$ cat src/rtl/pcsb_pkg.sv
package pcsb_pkg;

    localparam int BINS = 64;
    localparam int BIN_W = 6;
    localparam int QUEUE_DEPTH = 4;
    localparam int QUEUE_AW = 2;

    localparam logic signed [15:0] DEPTH_MIN_MM = 16'sd990;
    localparam logic signed [15:0] DEPTH_MAX_MM = 16'sd15000;
    localparam logic [15:0] EMPTY_RANGE_MM = 16'd10000;
    localparam logic signed [31:0] HALF_PI_Q16 = 32'sd102944;

    localparam logic [2:0] REG_ROW_X = 3'd0;
    localparam logic [2:0] REG_ROW_Y = 3'd1;
    localparam logic [2:0] REG_ROW_Z = 3'd2;
    localparam logic [2:0] REG_HEIGHT_MIN = 3'd3;
    localparam logic [2:0] REG_HEIGHT_MAX = 3'd4;
    localparam logic [2:0] REG_BINS_PER_RADIAN = 3'd5;

    typedef struct packed {
        logic [63:0] row_x;
        logic [63:0] row_y;
        logic [63:0] row_z;
        logic signed [15:0] height_min;
        logic signed [15:0] height_max;
        logic [15:0] bins_per_radian;
    } cfg_t;

    // front to back queue entry
    typedef struct packed {
        logic keep;
        logic last;
        logic [BIN_W-1:0] idx;
        logic [31:0] sq;
    } cmd_t;

    function automatic logic signed [31:0] atan_q16(input logic [3:0] i);
        logic signed [31:0] r;
        begin
            case (i)
                4'd0: r = 32'sd51472;
                4'd1: r = 32'sd30386;
                4'd2: r = 32'sd16055;
                4'd3: r = 32'sd8150;
                4'd4: r = 32'sd4091;
                4'd5: r = 32'sd2047;
                4'd6: r = 32'sd1024;
                4'd7: r = 32'sd512;
                4'd8: r = 32'sd256;
                4'd9: r = 32'sd128;
                4'd10: r = 32'sd64;
                4'd11: r = 32'sd32;
                4'd12: r = 32'sd16;
                4'd13: r = 32'sd8;
                4'd14: r = 32'sd4;
                default: r = 32'sd2;
            endcase
            return r;
        end
    endfunction

endpackage

$ cat src/rtl/pcsb_if.sv


interface pcsb_out_if;
    logic valid;
    logic ready;
    logic [5:0] bin_index;
    logic [15:0] range_mm;
    logic last_bin;
    modport source (output valid, bin_index, range_mm, last_bin, input ready);
    modport sink (input valid, bin_index, range_mm, last_bin, output ready);
endinterface

$ cat src/rtl/pcsb_back.sv
module pcsb_back (
    input  logic clk,
    input  logic rst_n,
    input  logic cmd_valid,
    input  pcsb_pkg::cmd_t cmd,
    output logic cmd_ready,
    pcsb_out_if.source out_ch
);
    typedef enum logic [5:0] {
        B_IDLE = 6'b000001,
        B_UPD  = 6'b000010,
        B_RD   = 6'b000100,
        B_LD   = 6'b001000,
        B_SQRT = 6'b010000,
        B_OUT  = 6'b100000
    } bstate_t;

    bstate_t st_reg;
    logic [31:0] mem [pcsb_pkg::BINS];
    logic [pcsb_pkg::BINS-1:0] hit_reg;
    logic [31:0] rd_reg;
    pcsb_pkg::cmd_t cmd_reg;
    logic [pcsb_pkg::BIN_W-1:0] cnt_reg;
    logic [31:0] v_reg, res_reg, bit_reg;
    logic [15:0] carry_reg;
    logic [5:0] bi_reg;
    logic lb_reg;
    logic was_hit_reg;
    logic [pcsb_pkg::BIN_W-1:0] rd_addr;
    logic upd;

    assign cmd_ready = (st_reg == B_IDLE);
    assign out_ch.valid = (st_reg == B_OUT);
    assign out_ch.bin_index = bi_reg;
    assign out_ch.range_mm = carry_reg;
    assign out_ch.last_bin = lb_reg;

    // single read port: the incoming bin while idle, the sweep counter otherwise
    assign rd_addr = (st_reg == B_IDLE) ? cmd.idx : cnt_reg;
    assign upd = (st_reg == B_UPD) && cmd_reg.keep
              && (!hit_reg[cmd_reg.idx] || cmd_reg.sq < rd_reg);

    always_ff @(posedge clk)
    begin
        if (upd)
            mem[cmd_reg.idx] <= cmd_reg.sq;
        rd_reg <= mem[rd_addr];
    end

    always_ff @(posedge clk or negedge rst_n)
    begin
        if (!rst_n)
        begin
            st_reg <= B_IDLE;
            hit_reg <= '0;
            cmd_reg <= '0;
            cnt_reg <= '0;
            v_reg <= '0;
            res_reg <= '0;
            bit_reg <= '0;
            carry_reg <= pcsb_pkg::EMPTY_RANGE_MM;
            bi_reg <= '0;
            lb_reg <= 1'b0;
            was_hit_reg <= 1'b0;
        end
        else
        begin
            case (st_reg)
                B_IDLE:
                if (cmd_valid)
                begin
                    cmd_reg <= cmd;
                    st_reg <= B_UPD;
                end
                B_UPD:
                begin
                    if (upd)
                        hit_reg[cmd_reg.idx] <= 1'b1;
                    if (cmd_reg.last)
                    begin
                        cnt_reg <= '0;
                        carry_reg <= pcsb_pkg::EMPTY_RANGE_MM;
                        st_reg <= B_RD;
                    end
                    else
                        st_reg <= B_IDLE;
                end
                B_RD: st_reg <= B_LD;
                B_LD:
                begin
                    was_hit_reg <= hit_reg[cnt_reg];
                    v_reg <= rd_reg;
                    res_reg <= '0;
                    bit_reg <= 32'h40000000;
                    st_reg <= B_SQRT;
                end
                B_SQRT:
                begin
                    if (!was_hit_reg || bit_reg == '0)
                    begin
                        if (was_hit_reg)
                            carry_reg <= res_reg[15:0];
                        bi_reg <= cnt_reg;
                        lb_reg <= (cnt_reg == 6'(pcsb_pkg::BINS - 1));
                        st_reg <= B_OUT;
                    end
                    else
                    begin
                        if (v_reg >= res_reg + bit_reg)
                        begin
                            v_reg <= v_reg - (res_reg + bit_reg);
                            res_reg <= (res_reg >> 1) + bit_reg;
                        end
                        else
                            res_reg <= res_reg >> 1;
                        bit_reg <= bit_reg >> 2;
                    end
                end
                B_OUT:
                if (out_ch.ready)
                begin
                    if (lb_reg)
                    begin
                        hit_reg <= '0;
                        st_reg <= B_IDLE;
                    end
                    else
                    begin
                        cnt_reg <= cnt_reg + 1'b1;
                        st_reg <= B_RD;
                    end
                end
                default: st_reg <= B_IDLE;
            endcase
        end
    end

endmodule

$ cat src/flat_wrapper.sv
// flat-port wrapper written by rule: the top's interface ports become plain ports
module pcsb_back_flat 
  (clk, rst_n, cmd_valid, cmd, cmd_ready, out_ch_valid, out_ch_bin_index, out_ch_range_mm, out_ch_last_bin, out_ch_ready);
  pcsb_out_if out_ch_i ();
  input  logic clk;
  input  logic rst_n;
  input  logic cmd_valid;
  input  pcsb_pkg::cmd_t cmd;
  output logic cmd_ready;
  output wire logic [$bits(out_ch_i.valid)-1:0] out_ch_valid;
  output wire logic [$bits(out_ch_i.bin_index)-1:0] out_ch_bin_index;
  output wire logic [$bits(out_ch_i.range_mm)-1:0] out_ch_range_mm;
  output wire logic [$bits(out_ch_i.last_bin)-1:0] out_ch_last_bin;
  input wire logic [$bits(out_ch_i.ready)-1:0] out_ch_ready;
  assign out_ch_valid = out_ch_i.valid;
  assign out_ch_bin_index = out_ch_i.bin_index;
  assign out_ch_range_mm = out_ch_i.range_mm;
  assign out_ch_last_bin = out_ch_i.last_bin;
  assign out_ch_i.ready = out_ch_ready;
  pcsb_back u_core (.clk(clk), .rst_n(rst_n), .cmd_valid(cmd_valid), .cmd(cmd), .cmd_ready(cmd_ready), .out_ch(out_ch_i));
endmodule
$ cat config.mk
export PLATFORM = sky130hd
export DESIGN_NAME = pcsb_back_flat
export DESIGN_NICKNAME = d
export VERILOG_FILES = /design/src/rtl/pcsb_pkg.sv /design/src/rtl/pcsb_if.sv /design/src/rtl/pcsb_back.sv /design/src/flat_wrapper.sv
export SDC_FILE = /design/constraint.sdc
export NUM_CORES = 2
export LEC_CHECK = 0
export ABC_AREA = 1
export BUFFER_PORTS_ARGS = -buffer_cell sky130_fd_sc_hd__buf_2
export CORE_MARGIN = 2
export CORE_UTILIZATION = 42
export DETAILED_ROUTE_END_ITERATION = 12
export SLEW_MARGIN = 20
export SYNTH_ARGS = -nofsm -noshare
export SYNTH_HDL_FRONTEND = slang
export SYNTH_SLANG_ARGS = --single-unit
$ cat constraint.sdc
create_clock -name clk -period 4.5 [get_ports clk]
set_input_delay 0.225 -clock clk [delete_from_list [all_inputs] [get_ports clk]]
set_output_delay 0.225 -clock clk [all_outputs]
set_load 0.005 [all_outputs]
==> Yosys cells after proc, flatten, opt, wreduce, memory -nomap -nowiden <==
Memories as Yosys holds them, arrays and structs flattened. A register that Yosys moved wholly into a read port is not among the register bits.
Index checks and enable logic that the tools add are counted.
{ "totals": {"n_memories": 1, "output_inout_bits": 25, "reg_bits": 236, "input_bits": 44, "ramBits": 2048} }
{ "classes": {"eq_ne": 17, "n_lt_le_gt_ge": 5, "n_reduce_logical": 19, "n_bitwise": 1, "mux": 35, "add_sub_neg": 4} }
{ "mem_list": {"columns": ["name", "depth", "width", "read_ports", "rd_clocked_by_memory_dff", "write_ports", "line", "source"], "rows": [
  ["u_core.mem", 64, 32, 1, 1, 1, "pcsb_back.sv:19", "logic [31:0] mem [pcsb_pkg::BINS];"]
]} }
{ "ops": {"columns": ["op", "n"], "rows": [
  ["$mux W64", 3],
  ["$pmux W32 S2", 3],
  ["$mux W32", 5],
  ["$pmux W64 S2", 1],
  ["$or A64 B64 Y64", 1],
  ["$mux W16", 3],
  ["$mux W6", 7],
  ["$pmux W6 S6", 1],
  ["$add A31 B32 Y32", 1],
  ["$add A32 B32 Y32", 1],
  ["$ge A32 B32 Y1", 1],
  ["$logic_not A32 Y1", 1],
  ["$lt A32 B32 Y1", 1],
  ["$pmux W16 S2", 1],
  ["$sub A32 B32 Y32", 1],
  ["$lt A6 B7 Y1 const B", 2],
  ["$ne A2 B1 Y1 const B", 7],
  ["$bmux W1 S6", 2],
  ["$eq A6 B6 Y1 const B", 2],
  ["$pmux W6 S2", 1],
  ["$reduce_and A4 Y1", 3],
  ["$add A6 B1 Y6 const B", 1],
  ["$demux W1 S6", 1],
  ["$eq A6 B1 Y1 const B", 1],
  ["other kinds (14)", 30]
]} }

==> Longest topological paths before layout <==
{ "depth": {"word_depth": 7, "depth_mapped": 27} }

==> Least setup slack after synthesis <==
Ideal clock, no wire load.
{ "synth_path": {"path_type": "register to register", "start": "register u_core.cmd_reg[19] in the netlist's numbering", "end": "memory u_core.mem[10][0], enable pin", "arrival_ns": 3.684, "stages_incl_launch_ff": 12, "n_path_buf": 1, "required_time_ns": 4.079, "setup_ns": 0.421, "setup_slack_ns": 0.395, "cell_sequence": "dfrtp_1 ha_1 a21oi_1 o21ai_0 nand2_1 nand3_1 a21oi_1 nand2_1 nand2_1 nand3_2 buf_2 nor2_1"} }
{ "synth_via": {"elab_chain_cells": 5} }
{ "synth_lines": {"columns": ["item", "line", "source"], "rows": [
  ["from (decl)", "pcsb_back.sv:22", "pcsb_pkg::cmd_t cmd_reg;"],
  ["from (signal assigned)", "pcsb_back.sv:72", "cmd_reg <= cmd;"],
  ["$lt A32 B32 Y1", "pcsb_back.sv:41", "&& (!hit_reg[cmd_reg.idx] || cmd_reg.sq < rd_reg);"],
  ["$logic_or A1 B1 Y1", "pcsb_back.sv:41", null],
  ["$logic_and A1 B1 Y1", "pcsb_back.sv:41", null],
  ["$mux W1", "pcsb_back.sv:45", "if (upd)"],
  ["$mux W1 (not written as such)", "pcsb_back.sv:46", "mem[cmd_reg.idx] <= cmd_reg.sq;"],
  ["to (decl)", "pcsb_back.sv:19", null]
]} }
Every way passes these cells.

==> Final worst setup path <==
{ "layout_path": {"start": "register u_core.bit_reg[0]", "end": "register u_core.v_reg[8]"} }
{ "layout_via": {"elab_chain_cells": 5, "word_cells_on_any_way": 11} }
{ "layout_lines": {"columns": ["item", "line", "source"], "rows": [
  ["from (decl)", "pcsb_back.sv:24", "logic [31:0] v_reg, res_reg, bit_reg;"],
  ["from (signal assigned)", "pcsb_back.sv:116", "bit_reg <= bit_reg >> 2;"],
  ["$add A32 B32 Y32", "pcsb_back.sv:109, pcsb_back.sv:111", null],
  ["$sub A32 B32 Y32", "pcsb_back.sv:111", "v_reg <= v_reg - (res_reg + bit_reg);"],
  ["$mux W32", "pcsb_back.sv:109", "if (v_reg >= res_reg + bit_reg)"],
  ["$mux W32", "pcsb_back.sv:99", "if (!was_hit_reg || bit_reg == '0)"],
  ["$pmux W32 S2", "pcsb_back.sv:68", "case (st_reg)"],
  ["to (signal assigned)", "pcsb_back.sv:92", "v_reg <= rd_reg;"],
  ["to (signal assigned)", "pcsb_back.sv:111", null],
  ["to (decl)", "pcsb_back.sv:24", null]
]} }
Parallel ways exist; a longest one is shown, timed or not. The select of a mux whose other input is x is not followed.
A chain may end at the register's enable or synchronous reset.

==> metrics.txt <==
status=complete, no violations; core area=0.2455 mm^2; clock tree buffer depth=3; Cells after Synth=10480; Critical path buffers and inverters=1; Period minus WS final=4.198 ns; worst-path maximum fanout=19; Die W=500.3 um; Hold Path Class=in -> reg; routing usage on met1=36.48%; Worst Setup End Kind=register; Synth top area share=59.45%; Max Cap Violations=0; root buffer cell=clkbuf_16; Setup-failing EPs final=0; PortBufs=68; PD cells=763.2 mW/mm^2; unique cell type count in the Yosys netlist=46; global-route met3 utilization=4.748%; total gr overflow=0; P&R area growth vs syn=12.72%; top cell family by delay on the critical path=simple AND/OR/NAND/NOR gates; Sum Neg Setup Slack=0 ns; DP Area=0.1086 mm^2; largest family of logic cells by synthesized area=simple AND/OR/NAND/NOR gates; die area=0.2503 mm^2; CP Class=reg -> reg; Final #Nets=10700; Post-Syn Area=0.1034 mm^2; final core occ=47.50%; row count=182; Num CTS Buffers=233; post-synthesis register bit count=2300; aggregate routed wire length=332200 um; largest net degree at the start of global routing=161; routed vias=76280; GR Util met2=39.70%; Post-Syn Nets=10630; async set-reset flop share out of synthesis=9.565%; peak supply drop=0.8729 mV; Critical Path RT=5.25 ns; post-layout power=88.98 mW; Starting Density=42.14%; critical path's most frequent cell=nand2_1; HPWL after detailed placement=202700 um; layout cell share with drive strength beyond 1=7.814%; clk_lat worst skew=0.89 ns; crit path DAT=4.95 ns; Synth Area in Adders=1.205%; fmax=238.2 MHz; crit-path max cell delay=0.40 ns; htree depth=4; number of global-route vias before repair=71140; most used routing layer=met2; Die Height=500.3 um; CTS clk-pin slew, worst paths=0.06 ns; Post-Synth XOR/XNOR Area=0.3895%; clk sink count=2300; Yosys top cell by area=edfxtp_1; ranking of synthesized cells by area=edfxtp_1 (59%), nand2_1 (14%), nand3_1 (7.3%); # placed instances=13490; CTS tree=built; Tcrit/Tclk final=93.29%; Post-synth EDFFs=2048; initial antenna violation count=20; Critical Path Slowest Stage Cell=dfrtp_1; IO Pins=69; Max Slew Vio Count=0; DRT Pass-1 Iters=9; Synth Area in Compound Gates=3.348%; simple-gate share of the synthesized area=23.30%; Avg Cell Area, Syn=9.867 um^2; GP Congestion=0.9116; Non-Filler Instances=13970; worst relative slew slack=12.32%; post-DR wirelength/cell=23.78 um; Critical Path Start Type=register; Final Hold Viols=0; Total GRT Usage=25.99%; DR vias/cell=5.460; DRT antenna net count=0; Setup Skew=0.04507 ns; warnings from Yosys=0; leak pwr=47.58 nW; sequential share of the synthesized area=65.40%; DRC violations left=0; mux cell area share after synthesis=0%; first-pass GRT wire length=484800 um; Finished Cell Area=0.1166 mm^2; ys flop type=edfxtp_1; max reg flops=2048; Initial DRC Count=10080; Worst Max-Slew Pin Slew=1.315 ns
==> synth_stat cells, types with 6 or more instances <==
| cell type | instances |
|---|---|
| nand2_1 | 3965 |
| edfxtp_1 | 2048 |
| nand3_1 | 1516 |
| inv_1 | 1030 |
| buf_2 | 382 |
| nor2_1 | 269 |
| dfrtp_1 | 214 |
| o21ai_0 | 197 |
| a21oi_1 | 181 |
| o211ai_1 | 145 |
| clkbuf_1 | 133 |
| ha_1 | 98 |
| nor3_1 | 35 |
| dfxtp_1 | 32 |
| xor2_1 | 30 |
| o22ai_1 | 26 |
| buf_1 | 24 |
| nand4_1 | 18 |
| xnor2_1 | 16 |
| buf_4 | 12 |
| o21ai_1 | 10 |
| nand3b_1 | 9 |
| or2_2 | 9 |
| buf_6 | 8 |
| o21bai_1 | 8 |
| nor4_1 | 7 |
| dfstp_2 | 6 |
| inv_2 | 6 |
==> tightest hold or removal path: stages <==
cell           delay, ns
dlygate4sd3_1       0.52
buf_2               0.10
nand2_1             0.04
nand2_1             0.05
==> power breakdown <==
group | switching, mW | internal, mW
Clock | 8.40 | 10.8
Sequential | 0.841 | 26.7
Combinational | 31.9 | 10.4
==> cell type report <==
| type | instances | area, um^2 |
|---|---|---|
| multi-input combinational | 6586 | 29880 |
| tap | 3220 | 4029 |
| clock buffer | 307 | 6284 |
| inverter | 1038 | 3920 |
| timing repair buffer | 399 | 3642 |
| sequential | 2300 | 67690 |
| clock inverter | 120 | 1142 |
| antenna | 2 | 5.005 |
| fill | 22540 | 128900 |
==> kinds of logic after synthesis <==
logic type               Yosys count
adder cells (fa/ha/maj)           99
AO/OA/AOI/OAI                    594
XOR/XNOR                          46
flip-flops                      2300
AND/OR/NAND/NOR                 5847
buffers and inverters           1597
==> cells in the final DEF (no fill, tap or decap), drive strengths merged, types with 6 or more instances in the layout <==
cell type and instances:
a21oi 186, buf 353, bufinv 17, clkbuf 307
clkinv 92, clkinvlp 9, dfrtp 214, dfstp 6
dfxtp 32, dlygate4sd3 46, edfxtp 2048, ha 98
inv 1040, nand2 3972, nand3 1518, nand3b 9
nand4 18, nor2 273, nor3 39, nor4 7
o211ai 145, o21ai 208, o21bai 8, o22ai 26
or2 9, xnor2 16, xor2 30
==> through the flow <==
stage	setup WS, ns	hold slack (ns)
2_1_floorplan	0.3945	-0.07059
3_3_place_gp	0.1580	0.3132
3_5_place_dp	0.1935	0.3221
4_1_cts	0.1667	0.04785
5_1_grt	-0.01242	0.09806
6_report	0.3020	0.1076
==> per-layer routing <==
metal | vias up | part of all wire (%)
li1 | 34960 | -
met1 | 37040 | 41
met2 | 3656 | 45
met3 | 627 | 9.5
met4 | 6 | 4.6
met5 | - | 0.012
==> repair_timing <==
| action | 4_1_cts | 5_1_grt |
|---|---|---|
| endpoints found under the hold margin | 138 | 0 |
| buffers inserted | 0 | 4 |
| resized for setup | 0 | 11 |
| hold buffers | 46 | 0 |
| endpoints found under the setup margin | 0 | 60 |
==> final timing paths <==
| check | from | to | depth (start not counted) | slack (ns) |
|---|---|---|---|---|
| worst max-delay path | u_core.bit_reg[0] | u_core.v_reg[8] | 25 | 0.30 |
| worst min-delay path | cmd[22] | u_core.cmd_reg[22] | 4 | 0.11 |
| worst max register to register | u_core.bit_reg[0] | u_core.v_reg[8] | 25 | 0.30 |
| worst min register to register | u_core.hit_reg[44] | u_core.hit_reg[44] | 2 | 0.47 |
| max in group asynchronous | rst_n | u_core.res_reg[12] | 4 | 2.41 |
| min in group asynchronous | rst_n | u_core.bit_reg[12] | 3 | 0.48 |
(Power assumes the default switching activity.)
